## src/rtl/stt_pkg.sv

```systemverilog
// ----------------------------------------------------------------------------
// stt_pkg
// Shared types and constants for the source text tokenizer: transaction
// structs, token kinds, punctuation codes, lexer modes and character codes.
// ----------------------------------------------------------------------------
`default_nettype none

package stt_pkg;

    // default width of the byte position counter
    localparam int OFFSET_BITS_DEFAULT = 32;

    // results a single byte can cause
    localparam int MAX_RESULTS = 3;

    // token kinds
    localparam logic [2:0] K_IDENT  = 3'd0;
    localparam logic [2:0] K_INT    = 3'd1;
    localparam logic [2:0] K_CHAR   = 3'd2;
    localparam logic [2:0] K_STRING = 3'd3;
    localparam logic [2:0] K_PUNCT  = 3'd4;
    localparam logic [2:0] K_END    = 3'd5;
    localparam logic [2:0] K_ERROR  = 3'd6;

    // punctuation codes
    localparam logic [2:0] P_SEMI   = 3'd0;
    localparam logic [2:0] P_COMMA  = 3'd1;
    localparam logic [2:0] P_EQUAL  = 3'd2;
    localparam logic [2:0] P_DOT    = 3'd3;
    localparam logic [2:0] P_COLON  = 3'd4;
    localparam logic [2:0] P_LBRACK = 3'd5;
    localparam logic [2:0] P_RBRACK = 3'd6;
    localparam logic [2:0] P_NONE   = 3'd0;

    // character codes
    localparam logic [7:0] CH_UNDERSCORE = 8'h5F;
    localparam logic [7:0] CH_SLASH      = 8'h2F;
    localparam logic [7:0] CH_STAR       = 8'h2A;
    localparam logic [7:0] CH_BACKSLASH  = 8'h5C;
    localparam logic [7:0] CH_SEMI       = 8'h3B;
    localparam logic [7:0] CH_COMMA      = 8'h2C;
    localparam logic [7:0] CH_EQUAL      = 8'h3D;
    localparam logic [7:0] CH_DOT        = 8'h2E;
    localparam logic [7:0] CH_COLON      = 8'h3A;
    localparam logic [7:0] CH_LBRACK     = 8'h5B;
    localparam logic [7:0] CH_RBRACK     = 8'h5D;
    localparam logic [7:0] CH_QUOTE      = 8'h27;
    localparam logic [7:0] CH_DQUOTE     = 8'h22;
    localparam logic [7:0] CH_LF         = 8'h0A;
    localparam logic [7:0] CH_CR         = 8'h0D;
    localparam logic [7:0] CH_TAB        = 8'h09;
    localparam logic [7:0] CH_SPACE      = 8'h20;
    localparam logic [7:0] CH_ZERO       = 8'h30;
    localparam logic [7:0] CH_NINE       = 8'h39;
    localparam logic [7:0] CH_UPPER_A    = 8'h41;
    localparam logic [7:0] CH_UPPER_Z    = 8'h5A;
    localparam logic [7:0] CH_LOWER_A    = 8'h61;
    localparam logic [7:0] CH_LOWER_Z    = 8'h7A;
    localparam logic [7:0] CH_LOWER_N    = 8'h6E;
    localparam logic [7:0] CH_LOWER_R    = 8'h72;
    localparam logic [7:0] CH_LOWER_T    = 8'h74;

    // lexer modes
    typedef enum logic [3:0] {
        M_IDLE    = 4'd0,
        M_SLASH   = 4'd1,
        M_LINE    = 4'd2,
        M_BLOCK   = 4'd3,
        M_IDENT   = 4'd4,
        M_NUMBER  = 4'd5,
        M_LITERAL = 4'd6,
        M_ESCAPE  = 4'd7
    } lex_mode_t;

    // input transaction
    typedef struct packed {
        logic [7:0] source_byte;
        logic       final_byte;
    } in_item_t;

    // result transaction
    typedef struct packed {
        logic [2:0]  token_kind;
        logic [2:0]  punct_code;
        logic [31:0] token_offset;
        logic [31:0] token_length;
        logic        run_last;
    } out_item_t;

    // results of one byte, handed from lexer to result queue
    typedef struct packed {
        out_item_t [MAX_RESULTS-1:0] items;
        logic [1:0]                  count;
    } res_bundle_t;

endpackage

`default_nettype wire

```

## src/rtl/stt_lex_core.sv

```systemverilog
// ----------------------------------------------------------------------------
// stt_lex_core
// Lexer state and single-pass step logic: classifies the held byte against
// the current mode and produces up to three results plus the next state.
// ----------------------------------------------------------------------------
`default_nettype none

module stt_lex_core #(
    parameter int OFFSET_BITS = stt_pkg::OFFSET_BITS_DEFAULT
) (
    input  wire logic                clk,
    input  wire logic                rst_n,
    input  wire logic                fire,
    input  wire stt_pkg::in_item_t   item,
    output stt_pkg::res_bundle_t     bundle
);
    import stt_pkg::*;

    localparam logic [OFFSET_BITS-1:0] POS_ONE = OFFSET_BITS'(1);

    // character classes
    function automatic logic is_letter(input logic [7:0] b);
        return (b >= CH_UPPER_A && b <= CH_UPPER_Z) ||
               (b >= CH_LOWER_A && b <= CH_LOWER_Z) || b == CH_UNDERSCORE;
    endfunction

    function automatic logic is_digit(input logic [7:0] b);
        return b >= CH_ZERO && b <= CH_NINE;
    endfunction

    function automatic logic is_space(input logic [7:0] b);
        return b == CH_SPACE || (b >= CH_TAB && b <= CH_CR);
    endfunction

    function automatic logic good_escape(input logic [7:0] b);
        return b == CH_ZERO || b == CH_LOWER_N || b == CH_LOWER_R || b == CH_LOWER_T ||
               b == CH_BACKSLASH || b == CH_QUOTE || b == CH_DQUOTE;
    endfunction

    // low 32 bits of a position value, zero extended when narrower
    function automatic logic [31:0] to32(input logic [OFFSET_BITS-1:0] v);
        logic [OFFSET_BITS+31:0] w;
        w = {32'b0, v};
        return w[31:0];
    endfunction

    function automatic out_item_t make_res(input logic [2:0] kind, input logic [2:0] pc,
                                           input logic [31:0] off, input logic [31:0] len);
        out_item_t r;
        r.token_kind   = kind;
        r.punct_code   = pc;
        r.token_offset = off;
        r.token_length = len;
        r.run_last     = 1'b0;
        return r;
    endfunction

    // state registers
    lex_mode_t              mode_reg, mode_next;
    logic [OFFSET_BITS-1:0] pos_reg, pos_next;
    logic [OFFSET_BITS-1:0] start_reg, start_next;
    logic                   dq_reg, dq_next;
    logic                   star_reg, star_next;
    logic                   drain_reg, drain_next;

    logic [7:0]             b;
    logic                   fin;
    logic [OFFSET_BITS-1:0] pos_inc;
    logic                   err;
    logic                   do_start;
    out_item_t [MAX_RESULTS-1:0] res;
    logic [1:0]             cnt;

    assign b       = item.source_byte;
    assign fin     = item.final_byte;
    assign pos_inc = pos_reg + POS_ONE;

    // one step of the lexer on the held byte
    always_comb
    begin
        mode_next  = mode_reg;
        start_next = start_reg;
        dq_next    = dq_reg;
        star_next  = star_reg;
        err        = 1'b0;
        do_start   = 1'b0;
        cnt        = 2'd0;
        res        = '0;

        if (!drain_reg)
        begin
            // continue the token in progress
            case (mode_reg)
                M_SLASH:
                begin
                    if (b == CH_SLASH)
                    begin
                        mode_next = M_LINE;
                    end
                    else if (b == CH_STAR)
                    begin
                        mode_next = M_BLOCK;
                        star_next = 1'b0;
                    end
                    else
                    begin
                        err = 1'b1;
                        res[cnt] = make_res(K_ERROR, P_NONE, to32(start_reg), 32'd1);
                        cnt = cnt + 2'd1;
                    end
                end
                M_LINE:
                begin
                    if (b == CH_LF)
                    begin
                        mode_next = M_IDLE;
                    end
                end
                M_BLOCK:
                begin
                    if (star_reg && b == CH_SLASH)
                    begin
                        mode_next = M_IDLE;
                        star_next = 1'b0;
                    end
                    else
                    begin
                        star_next = (b == CH_STAR);
                    end
                end
                M_IDENT, M_NUMBER:
                begin
                    if (!(is_digit(b) || (mode_reg == M_IDENT && is_letter(b))))
                    begin
                        res[cnt] = make_res((mode_reg == M_IDENT) ? K_IDENT : K_INT, P_NONE,
                                            to32(start_reg), to32(pos_reg - start_reg));
                        cnt = cnt + 2'd1;
                        mode_next = M_IDLE;
                        do_start  = 1'b1;
                    end
                end
                M_LITERAL:
                begin
                    if (b == CH_LF || b == CH_CR)
                    begin
                        err = 1'b1;
                        res[cnt] = make_res(K_ERROR, P_NONE, to32(start_reg),
                                            to32(pos_reg - start_reg));
                        cnt = cnt + 2'd1;
                    end
                    else if (b == (dq_reg ? CH_DQUOTE : CH_QUOTE))
                    begin
                        res[cnt] = make_res(dq_reg ? K_STRING : K_CHAR, P_NONE,
                                            to32(start_reg), to32(pos_inc - start_reg));
                        cnt = cnt + 2'd1;
                        mode_next = M_IDLE;
                    end
                    else if (b == CH_BACKSLASH)
                    begin
                        mode_next = M_ESCAPE;
                    end
                end
                M_ESCAPE:
                begin
                    if (good_escape(b))
                    begin
                        mode_next = M_LITERAL;
                    end
                    else
                    begin
                        err = 1'b1;
                        res[cnt] = make_res(K_ERROR, P_NONE, to32(pos_reg - POS_ONE), 32'd2);
                        cnt = cnt + 2'd1;
                    end
                end
                default:
                begin
                    mode_next = M_IDLE;
                    do_start  = 1'b1;
                end
            endcase

            // byte seen between tokens
            if (do_start)
            begin
                if (is_space(b))
                begin
                    mode_next = M_IDLE;
                end
                else if (b == CH_SLASH)
                begin
                    mode_next  = M_SLASH;
                    start_next = pos_reg;
                end
                else if (is_letter(b))
                begin
                    mode_next  = M_IDENT;
                    start_next = pos_reg;
                end
                else if (is_digit(b))
                begin
                    mode_next  = M_NUMBER;
                    start_next = pos_reg;
                end
                else if (b == CH_QUOTE || b == CH_DQUOTE)
                begin
                    mode_next  = M_LITERAL;
                    start_next = pos_reg;
                    dq_next    = (b == CH_DQUOTE);
                end
                else
                begin
                    case (b)
                        CH_SEMI:   res[cnt] = make_res(K_PUNCT, P_SEMI, to32(pos_reg), 32'd1);
                        CH_COMMA:  res[cnt] = make_res(K_PUNCT, P_COMMA, to32(pos_reg), 32'd1);
                        CH_EQUAL:  res[cnt] = make_res(K_PUNCT, P_EQUAL, to32(pos_reg), 32'd1);
                        CH_DOT:    res[cnt] = make_res(K_PUNCT, P_DOT, to32(pos_reg), 32'd1);
                        CH_COLON:  res[cnt] = make_res(K_PUNCT, P_COLON, to32(pos_reg), 32'd1);
                        CH_LBRACK: res[cnt] = make_res(K_PUNCT, P_LBRACK, to32(pos_reg), 32'd1);
                        CH_RBRACK: res[cnt] = make_res(K_PUNCT, P_RBRACK, to32(pos_reg), 32'd1);
                        default:
                        begin
                            err = 1'b1;
                            res[cnt] = make_res(K_ERROR, P_NONE, to32(pos_reg), 32'd1);
                        end
                    endcase
                    cnt = cnt + 2'd1;
                end
            end

            // close out the source on the final byte
            if (fin && !err)
            begin
                case (mode_next)
                    M_IDENT, M_NUMBER:
                    begin
                        res[cnt] = make_res((mode_next == M_IDENT) ? K_IDENT : K_INT, P_NONE,
                                            to32(start_next), to32(pos_inc - start_next));
                        cnt = cnt + 2'd1;
                    end
                    M_SLASH:
                    begin
                        err = 1'b1;
                        res[cnt] = make_res(K_ERROR, P_NONE, to32(start_next), 32'd1);
                        cnt = cnt + 2'd1;
                    end
                    M_ESCAPE:
                    begin
                        err = 1'b1;
                        res[cnt] = make_res(K_ERROR, P_NONE, to32(pos_reg), 32'd1);
                        cnt = cnt + 2'd1;
                    end
                    M_LITERAL, M_BLOCK:
                    begin
                        err = 1'b1;
                        res[cnt] = make_res(K_ERROR, P_NONE, to32(start_next),
                                            to32(pos_inc - start_next));
                        cnt = cnt + 2'd1;
                    end
                    default:
                    begin
                    end
                endcase
                if (!err)
                begin
                    res[cnt] = make_res(K_END, P_NONE, to32(pos_inc), 32'd0);
                    cnt = cnt + 2'd1;
                end
            end

            // flag the last result of this byte
            if (cnt != 2'd0)
            begin
                res[cnt - 2'd1].run_last = 1'b1;
            end
        end
    end

    // next state when the byte is consumed
    always_comb
    begin
        pos_next   = pos_reg;
        drain_next = drain_reg;
        if (fin)
        begin
            pos_next   = '0;
            drain_next = 1'b0;
        end
        else
        begin
            pos_next = pos_inc;
            if (err)
            begin
                drain_next = 1'b1;
            end
        end
    end

    assign bundle.items = res;
    assign bundle.count = cnt;

    // state update
    always_ff @(posedge clk or negedge rst_n)
    begin
        if (!rst_n)
        begin
            mode_reg  <= M_IDLE;
            pos_reg   <= '0;
            start_reg <= '0;
            dq_reg    <= 1'b0;
            star_reg  <= 1'b0;
            drain_reg <= 1'b0;
        end
        else if (fire)
        begin
            pos_reg   <= pos_next;
            drain_reg <= drain_next;
            if (fin)
            begin
                mode_reg  <= M_IDLE;
                start_reg <= '0;
                dq_reg    <= 1'b0;
                star_reg  <= 1'b0;
            end
            else if (!drain_reg)
            begin
                mode_reg  <= mode_next;
                start_reg <= start_next;
                dq_reg    <= dq_next;
                star_reg  <= star_next;
            end
        end
    end

    // draining bytes cause no results
    a_drain_silent: assert property (@(posedge clk) disable iff (!rst_n)
        drain_reg |-> cnt == 2'd0)
        else $error("result produced while draining after an error");

    // final byte brings the lexer back to its reset state
    a_final_resets: assert property (@(posedge clk) disable iff (!rst_n)
        fire && fin |=> pos_reg == '0 && !drain_reg && mode_reg == M_IDLE)
        else $error("lexer state not cleared after final byte");

    // every non-final byte advances the position by one
    a_pos_advance: assert property (@(posedge clk) disable iff (!rst_n)
        fire && !fin |=> pos_reg == $past(pos_inc))
        else $error("byte position did not advance");

endmodule

`default_nettype wire

```

## src/rtl/stt_result_queue.sv

```systemverilog
// ----------------------------------------------------------------------------
// stt_result_queue
// Holds the results of one byte and hands them out one transaction per
// cycle while tok_stall is low; reports when it can take the next byte's results.
// ----------------------------------------------------------------------------
`default_nettype none

module stt_result_queue (
    input  wire logic                 clk,
    input  wire logic                 rst_n,
    input  wire logic                 load,
    input  wire stt_pkg::res_bundle_t bundle,
    output logic                      free,
    output logic                      tok_valid,
    input  wire logic                 tok_stall,
    output stt_pkg::out_item_t        tok_item
);
    import stt_pkg::*;

    out_item_t [MAX_RESULTS-1:0] slot_reg;
    logic [1:0]                  count_reg;
    logic [1:0]                  rd_reg;
    logic                        take;

    assign tok_valid = (count_reg != 2'd0);
    assign tok_item  = slot_reg[rd_reg];
    assign take      = tok_valid && !tok_stall;

    // empty now, or emptied by the transaction taken this cycle
    assign free = (count_reg == 2'd0) || (count_reg == 2'd1 && !tok_stall);

    // result slots need no reset
    always_ff @(posedge clk)
    begin
        if (load)
        begin
            slot_reg <= bundle.items;
        end
    end

    // occupancy and read pointer
    always_ff @(posedge clk or negedge rst_n)
    begin
        if (!rst_n)
        begin
            count_reg <= 2'd0;
            rd_reg    <= 2'd0;
        end
        else if (load)
        begin
            count_reg <= bundle.count;
            rd_reg    <= 2'd0;
        end
        else if (take)
        begin
            count_reg <= count_reg - 2'd1;
            rd_reg    <= rd_reg + 2'd1;
        end
    end

    // the last pending result carries the run_last flag
    a_last_flag: assert property (@(posedge clk) disable iff (!rst_n)
        tok_valid |-> tok_item.run_last == (count_reg == 2'd1))
        else $error("run_last does not match queue occupancy");

    // pending results never overrun the slots
    a_in_range: assert property (@(posedge clk) disable iff (!rst_n)
        {1'b0, rd_reg} + {1'b0, count_reg} <= 3'd3)
        else $error("read pointer beyond stored results");

    // results are never loaded over pending ones
    a_no_overwrite: assert property (@(posedge clk) disable iff (!rst_n)
        load && bundle.count != 2'd0 |-> free)
        else $error("results loaded while queue busy");

endmodule

`default_nettype wire

```

## src/rtl/source_text_tokenizer_core.sv

```systemverilog
// ----------------------------------------------------------------------------
// source_text_tokenizer_core
// Streaming lexer: one source byte per transaction in, tokens out.
// ----------------------------------------------------------------------------
// path: an accepted byte waits in the input register, then its results enter
//   the result queue, from which the output takes them
// throughput: one byte per cycle while the input is not stalled; the results of
//   a byte leave one at a time, and the next byte with results waits behind them
// reset: rst_n clears the lexer to idle, position zero, queues empty
// ----------------------------------------------------------------------------
`default_nettype none

module source_text_tokenizer_core #(
    parameter int OFFSET_BITS = stt_pkg::OFFSET_BITS_DEFAULT
) (
    input  wire logic               clk,
    input  wire logic               rst_n,
    input  wire logic               src_valid,
    output logic                    src_stall,
    input  wire stt_pkg::in_item_t  src_item,
    output logic                    tok_valid,
    input  wire logic               tok_stall,
    output stt_pkg::out_item_t      tok_item
);
    import stt_pkg::*;

    in_item_t    in_item_reg;
    logic        in_full_reg, in_full_next;
    res_bundle_t bundle;
    logic        q_free;
    logic        q_load;
    logic        fire;
    logic        accept;

    // the held byte moves on when its results fit the queue
    assign fire      = in_full_reg && (bundle.count == 2'd0 || q_free);
    assign src_stall = in_full_reg && !fire;
    assign accept    = src_valid && !src_stall;

    // only a byte with results touches the queue
    assign q_load    = fire && bundle.count != 2'd0;

    always_comb
    begin
        in_full_next = in_full_reg;
        if (accept)
        begin
            in_full_next = 1'b1;
        end
        else if (fire)
        begin
            in_full_next = 1'b0;
        end
    end

    // input register
    always_ff @(posedge clk or negedge rst_n)
    begin
        if (!rst_n)
        begin
            in_full_reg <= 1'b0;
        end
        else
        begin
            in_full_reg <= in_full_next;
        end
    end

    always_ff @(posedge clk)
    begin
        if (accept)
        begin
            in_item_reg <= src_item;
        end
    end

    stt_lex_core #(
        .OFFSET_BITS (OFFSET_BITS)
    ) u_lex (
        .clk    (clk),
        .rst_n  (rst_n),
        .fire   (fire),
        .item   (in_item_reg),
        .bundle (bundle)
    );

    stt_result_queue u_queue (
        .clk       (clk),
        .rst_n     (rst_n),
        .load      (q_load),
        .bundle    (bundle),
        .free      (q_free),
        .tok_valid (tok_valid),
        .tok_stall (tok_stall),
        .tok_item  (tok_item)
    );

    // a stalled input only ever waits behind a held byte
    a_stall_cause: assert property (@(posedge clk) disable iff (!rst_n)
        src_stall |-> in_full_reg && bundle.count != 2'd0 && tok_valid)
        else $error("input stalled without a pending byte");

    // a byte with results is released only into a free queue
    a_fire_free: assert property (@(posedge clk) disable iff (!rst_n)
        fire && bundle.count != 2'd0 |=> tok_valid)
        else $error("released byte produced no pending result");

    // an accepted byte is held until consumed
    a_hold: assert property (@(posedge clk) disable iff (!rst_n)
        accept |=> in_full_reg)
        else $error("accepted byte lost from input register");

endmodule

`default_nettype wire

```

## config.mk

```make
export PLATFORM = sky130hd
export DESIGN_NAME = source_text_tokenizer_core
export DESIGN_NICKNAME = d
export VERILOG_FILES = /design/src/rtl/stt_pkg.sv /design/src/rtl/stt_lex_core.sv /design/src/rtl/stt_result_queue.sv /design/src/rtl/source_text_tokenizer_core.sv
export SDC_FILE = /design/constraint.sdc
export NUM_CORES = 1
export LEC_CHECK = 0
export ABC_AREA = 0
export BUFFER_PORTS_ARGS = -buffer_cell sky130_fd_sc_hd__buf_2
export CAP_MARGIN = 20
export CORE_MARGIN = 5
export CORE_UTILIZATION = 30
export DETAILED_ROUTE_END_ITERATION = 6
export PLACE_DENSITY = 0.43
export SYNTH_ARGS = -nofsm -noshare
export SYNTH_HDL_FRONTEND = slang
export SYNTH_SLANG_ARGS = --single-unit
```

## constraint.sdc

```tcl
create_clock -name clk -period 23.5 [get_ports clk]
set_clock_uncertainty 0.05 [all_clocks]
set_input_delay 2.35 -clock clk [delete_from_list [all_inputs] [get_ports clk]]
set_output_delay 2.35 -clock clk [all_outputs]
set_load 0.03 [all_outputs]
```

* Yosys cells after proc, flatten, opt, wreduce, memory -nomap -nowiden
Cells that the tools add are included.
** Word-level totals
- Register bits after elaboration :: 298
- Input port bits :: 13
- Output and inout bits :: 73
- Word-level logic and storage cells :: 298
** Cells by class
- Add/subtract/negate cells :: 11
- $lt $le $gt $ge :: 17
- Eq/ne operators :: 42
- Multiplexer cells :: 145
- Reduce and logical (&&, ||, !) cells :: 57
** Operators with widths (number)
- bitwise mux 213 bit :: 14
- 2-to-1 mux 213 bit :: 13
- case mux 213 bit (7 select lines) :: 1
- case mux 213 bit (4 select lines) :: 1
- 2-to-1 mux 71 bit :: 11
- demux 71 bit (select 2 bit) :: 4
- 2-to-1 mux 32 bit :: 10
- case mux 71 bit (4 select lines) :: 1
- binary-select mux 71 bit (select 2 bit) :: 1
- subtractor 32 bit :: 3
- == test 8 x 6 -> 1 bit, second input constant :: 11
- 2-to-1 mux 4 bit :: 18
- == test 8 x 7 -> 1 bit, second input constant :: 7
- 2-to-1 mux 1 bit :: 44
- 2-to-1 mux 2 bit :: 21
- adder 32 x 1 -> 32 bit, second input constant :: 1
- == test 4 x 3 -> 1 bit, second input constant :: 8
- subtractor 32 x 1 -> 32 bit, second input constant :: 1
- case mux 4 bit (6 select lines) :: 1
- logical AND 1 bit :: 17
- == test 8 x 4 -> 1 bit, second input constant :: 2
- >= comparator 8 x 7 -> 1 bit, second input constant :: 2
- <= comparator 8 x 7 -> 1 bit, second input constant :: 2
- nonzero test 2 bit :: 8
- other kinds (31) :: 70

* Depth between registers and ports, before layout
- Depth after elaboration :: 35
- Gate-level depth with buffers :: 24
- Depth with buffers taken out :: 23

* Cells and area by module
A second synthesis with hierarchy kept.
** Unflattened totals
- Cell total of the unflattened synthesis :: 2655
- Area, all modules :: 23203.5 µm²
** Modules (own cells, without submodules)
- stt_lex_core :: instances 1, cells an instance 2229, area each 14677.8 µm², seq. area each 1776.7 µm²
- stt_result_queue :: instances 1, cells an instance 407, area each 8182.8 µm², seq. area each 6496.2 µm²
- source_text_tokenizer_core :: instances 1, cells an instance 19, area each 342.8 µm², seq. area each 295.3 µm²

* Worst setup path after synthesis
OpenSTA, ideal clock, no wires.
- Path kind :: flip-flop to flip-flop
- From :: reg in_item_reg[3] in the netlist's numbering
- To :: reg u_queue.slot_reg[0] in the netlist's numbering, enable pin
- Library setup time :: 854 ps
- Arrival time :: 13722 ps
- Data required time :: 22596 ps
- Slack :: 8874 ps
- Cell stages (with the launch flop) :: 19
- Path buffers :: 2
- Period minus slack after synthesis :: 14626 ps
- Path through :: edfxtp_1 buf_6 buf_4 and3b_1 o2111ai_1 a21bo_2 a31oi_1 and3_1 inv_1 ha_1 nand2_1 mux2i_1 ha_1 nor2_1 a21oi_1 ha_1 and3_1 nor3_1 a21oi_1
** On the way
- Word-level cells in the longest chain between the ends :: 31
- Elaborated cells on any way between the ends :: 124
- Classes of those cells :: 3 x add/sub; 8 x order compare; 27 x eq/ne; 58 x mux; 28 x reduce/logical
** RTL lines
- from (decl) :: RTL line source_text_tokenizer_core.sv:27 : in_item_t in_item_reg;
- from (signal assigned) :: RTL line source_text_tokenizer_core.sv:73 : in_item_reg <= src_item;
- parallel branches: the longest is 24 deep, another holds >= comparator 8 x 7 -> 1 bit
- 2-to-1 mux 2 bit (*) :: RTL line stt_lex_core.sv:232 : if (fin && !err)
- 2-to-1 mux 2 bit (*) (2 in series) :: RTL line stt_lex_core.sv:90 : if (!drain_reg)
- zero test 2 bit :: RTL line source_text_tokenizer_core.sv:36 : assign fire = in_full_reg && (bundle.count == 2'd0 || q_free);
- logical OR 1 bit :: RTL line source_text_tokenizer_core.sv:36
- logical AND 1 bit :: RTL line source_text_tokenizer_core.sv:36
- logical AND 1 bit (*) :: RTL line source_text_tokenizer_core.sv:41 : assign q_load = fire && bundle.count != 2'd0;
- net q_load :: RTL line source_text_tokenizer_core.sv:31 : logic q_load;
- to (signal assigned) :: RTL line stt_result_queue.sv:37 : slot_reg <= bundle.items;
- to (decl) :: RTL line stt_result_queue.sv:20 : out_item_t [MAX_RESULTS-1:0] slot_reg;
Mark *: on every way through the listed nets, which the timed path passes. The select of a mux whose other input is x is not followed.
A chain may end at the register's enable or synchronous reset.

* Final worst setup path
- From :: reg in_item_reg[3] in the netlist's numbering
- To :: out src_stall
** On the way
- Word-level cells in the longest chain between the ends :: 32
- Elaborated cells on any way between the ends :: 124
- Classes of those cells :: 3 x add/sub; 8 x order compare; 27 x eq/ne; 58 x mux; 28 x reduce/logical
** RTL lines
- parallel branches: the longest is 24 deep, another holds >= comparator 8 x 7 -> 1 bit
- 2-to-1 mux 2 bit (*) :: RTL line stt_lex_core.sv:232
- 2-to-1 mux 2 bit (*) (2 in series) :: RTL line stt_lex_core.sv:90
- zero test 2 bit (*) :: RTL line source_text_tokenizer_core.sv:36
- logical OR 1 bit (*) :: RTL line source_text_tokenizer_core.sv:36
- logical AND 1 bit (*) :: RTL line source_text_tokenizer_core.sv:36
- zero test 1 bit (*) :: RTL line source_text_tokenizer_core.sv:37 : assign src_stall = in_full_reg && !fire;
- logical AND 1 bit (*) :: RTL line source_text_tokenizer_core.sv:37
- to (decl) :: RTL line source_text_tokenizer_core.sv:19 : output logic src_stall,
Mark *: on every way between the ends. The select of a mux whose other input is x is not followed.

==> results.json <==
{
  "status": "finished, final reports clean",
  "worst_slew_pin_slew_ps": 1111,
  "slew_violations": 0,
  "post-route-period-util_pct": 36.41,
  "via_per_inst": 5.784,
  "crit_required_ps": 21100,
  "cts_hold_buf": 0,
  "area_growth_pct": 11.28,
  "core_area_sq_um": 77210,
  "rr_startpoint": "in_item_reg[3]$_DFFE_PP_",
  "drt_iter0_drc": 2292,
  "critical_path_class": "flop to output pin",
  "antenna_found_initial": 4,
  "synth-async-reset-ratio_pct": 25.76,
  "syn_area_per_cell_sq_um": 8.421,
  "num_vias": 22030,
  "cts_buffers": 37,
  "tns_ps": 0,
  "maxSlewHeadroom_pct": 25.72,
  "root_buffer": "clkbuf_16",
  "crit_end": "src_stall",
  "netlist_area_sq_um": 23270,
  "clockBufferDepth": 3,
  "clock_sinks": 295,
  "grt_start_max_net_pins": 91,
  "grt_pass1_vias": 21290,
  "postCtsSetupRepairBufs": 0,
  "synth_area_leaders": "edfxtp_1 28%, dfrtp_1 8.2%, ha_1 5.6%, nand2_1 5.0%, o21ai_0 5.0%",
  "ys.flop_type": "edfxtp_1",
  "clk_pin_slew_ps": 60,
  "drcViolationCount": 0,
  "gp_congestion": 0.9320,
  "rsz0062_at_grt": "false",
  "postRouteAntennaNets": 0,
  "syn_inst": 2763,
  "cp-start-kind": "flop",
  "startpoint": "in_item_reg[3]$_DFFE_PP_",
  "fin_crit_ps": 8555,
  "cts_tree": "built",
  "overflow": 0,
  "cts_resized": 0,
  "ff2ff_path_depth": 19,
  "synth-edff-count": 219,
  "row_count": 102,
  "rrSetupSlack_ps": 16380,
  "r2r_end": "u_queue.slot_reg[21]$_SDFFCE_PP0P_",
  "post_synth_num_cell_types": 94,
  "die_area_sq_um": 83230,
  "die_y_um": 288.5,
  "pin_count": 86,
  "numPortBuffers": 85,
  "fin_nets": 2862,
  "yosys.area.top_type": "edfxtp_1",
  "drt_wl_total_mm": 100.6,
  "hold_violations": 0,
  "layout_commonest_cell": "nand2_1",
  "crit_path_end_kind": "output pin",
  "start_util_pct": 30.13,
  "drive_gt1_share_pct": 10.29,
  "max_freq_mhz": 116.9,
  "worstPathArrival_ps": 6160,
  "synth_seq_cells": 295,
  "max_cap_viol_count": 0,
  "layout_common_cells": "310 x nand2_1, 289 x nor2_1, 230 x o21ai_0",
  "insertion_delay_ps": 600,
  "setup_viol": 0,
  "ys_seq_area_share_pct": 36.44,
  "grt_pass1_wl_mm": 145.5,
  "drtPass1Iterations": 6,
  "synth_fp_nets": 2883,
  "htree_levels": 2,
  "ys_warn_count": 0,
  "path_max_fanout": 23,
  "routedWlPerCell_um": 26.41,
  "die_w_um": 288.5,
  "largest_reg_flops": 210,
  "antennaDiodeCount": 0,
  "fill_cells": 8073,
  "dp_hpwl_mm": 73.53,
  "timing.hold.worst.class": "flop to flop",
  "synth_top_area_share_pct": 28.26,
  "grt_usage_pct": 23.41
}
-- how the worst min path moves through the flow --
| stage | from | end | slack (ps) | depth (start not counted) |
|---|---|---|---|---|
| after floorplan | u_lex.start_reg[6]$_DFFE_PN0P_ | u_lex.start_reg[6]$_DFFE_PN0P_ | 440 | 2 |
| after global placement | u_lex.start_reg[24]$_DFFE_PN0P_ | u_lex.start_reg[24]$_DFFE_PN0P_ | 470 | 2 |
| after detailed placement | u_lex.start_reg[24]$_DFFE_PN0P_ | u_lex.start_reg[24]$_DFFE_PN0P_ | 480 | 2 |
| after CTS | u_lex.start_reg[24]$_DFFE_PN0P_ | u_lex.start_reg[24]$_DFFE_PN0P_ | 490 | 2 |
| after global routing | u_lex.start_reg[26]$_DFFE_PN0P_ | u_lex.start_reg[26]$_DFFE_PN0P_ | 520 | 2 |
| final | u_lex.start_reg[23]$_DFFE_PN0P_ | u_lex.start_reg[23]$_DFFE_PN0P_ | 490 | 2 |
-- synthesized netlist by cell type (39+ instances only) --
master / instances
nand2_1: 311
nor2_1: 291
o21ai_0: 231
edfxtp_1: 219
a21oi_1: 204
clkbuf_1: 165
inv_1: 116
ha_1: 104
mux2i_1: 104
dfrtp_1: 76
o22ai_1: 74
nor3_1: 65
xnor2_1: 64
a21o_1: 53
nand3_1: 51
xor2_1: 41
a211oi_1: 39
-- cell families (layout without fill, tap and decap cells) --
| kind of cell | count (synthesis) | in the layout | synth area share (%) |
|---|---|---|---|
| multiplexers | 104 | 104 | 4.474 |
| AO/OA/AOI/OAI | 897 | 897 | 25.04 |
| flip-flops | 295 | 295 | 36.44 |
| adder cells (fa/ha/maj) | 107 | 107 | 5.851 |
| AND/OR/NAND/NOR | 930 | 930 | 18.65 |
| XOR/XNOR | 105 | 105 | 3.952 |
| buffers and inverters | 325 | 331 | 5.593 |
-- metal layers --
| metal | up-vias | share of wire [%] | track usage, % |
|---|---|---|---|
| met5 | - | 0 | 0 |
| met2 | 911 | 48 | 39.53 |
| met3 | 206 | 5.6 | 2.668 |
| li1 | 10150 | - | - |
| met1 | 10770 | 41 | 30.03 |
| met4 | 0 | 5.3 | 10.96 |
-- stage by stage --
stage | hold slack [ps] | cell area, sq um | instances | setup WS [ps] | utilization, %
final | 486.1 | 25890 | 3809 | 14940 | 33.53
after global routing | 523.1 | 25890 | 3809 | 14590 | 33.53
after CTS | 489.3 | 25860 | 3808 | 15010 | 33.50
after detailed placement | 475.2 | 24670 | 3742 | 15640 | 31.95
after global placement | 466.6 | 24660 | 3741 | 15720 | 31.93
after floorplan | 443.2 | 23270 | 2763 | 8874 | -
-- critical path, stage by stage (launching register included) --
cell and delay [ps]:
edfxtp_1 730, nor4_1 580, nand2_1 150, and3_1 200, a31oi_1 470, and3_1 300, inv_1 100, ha_1 280
nand2_1 40, mux2i_1 630, ha_1 390, nor2_1 130, a21oi_1 90, ha_1 340, and3_1 150, o41a_1 560
and2_1 250, buf_2 180
-- area by class of cell --
class / instances / area (sq um) / area share (%)
clock buffers: 44 / 983.4 / 3.798
clock inverters: 22 / 215.2 / 0.8312
inverters: 117 / 439.2 / 1.696
multi-input cells: 2143 / 13550 / 52.31
flip-flops and latches: 295 / 8484 / 32.77
well taps: 1040 / 1301 / 5.026
repair buffers: 148 / 923.4 / 3.566
Power is not shown: default switching activity piles up to over one toggle a cycle in this logic, so the estimate is an artifact.
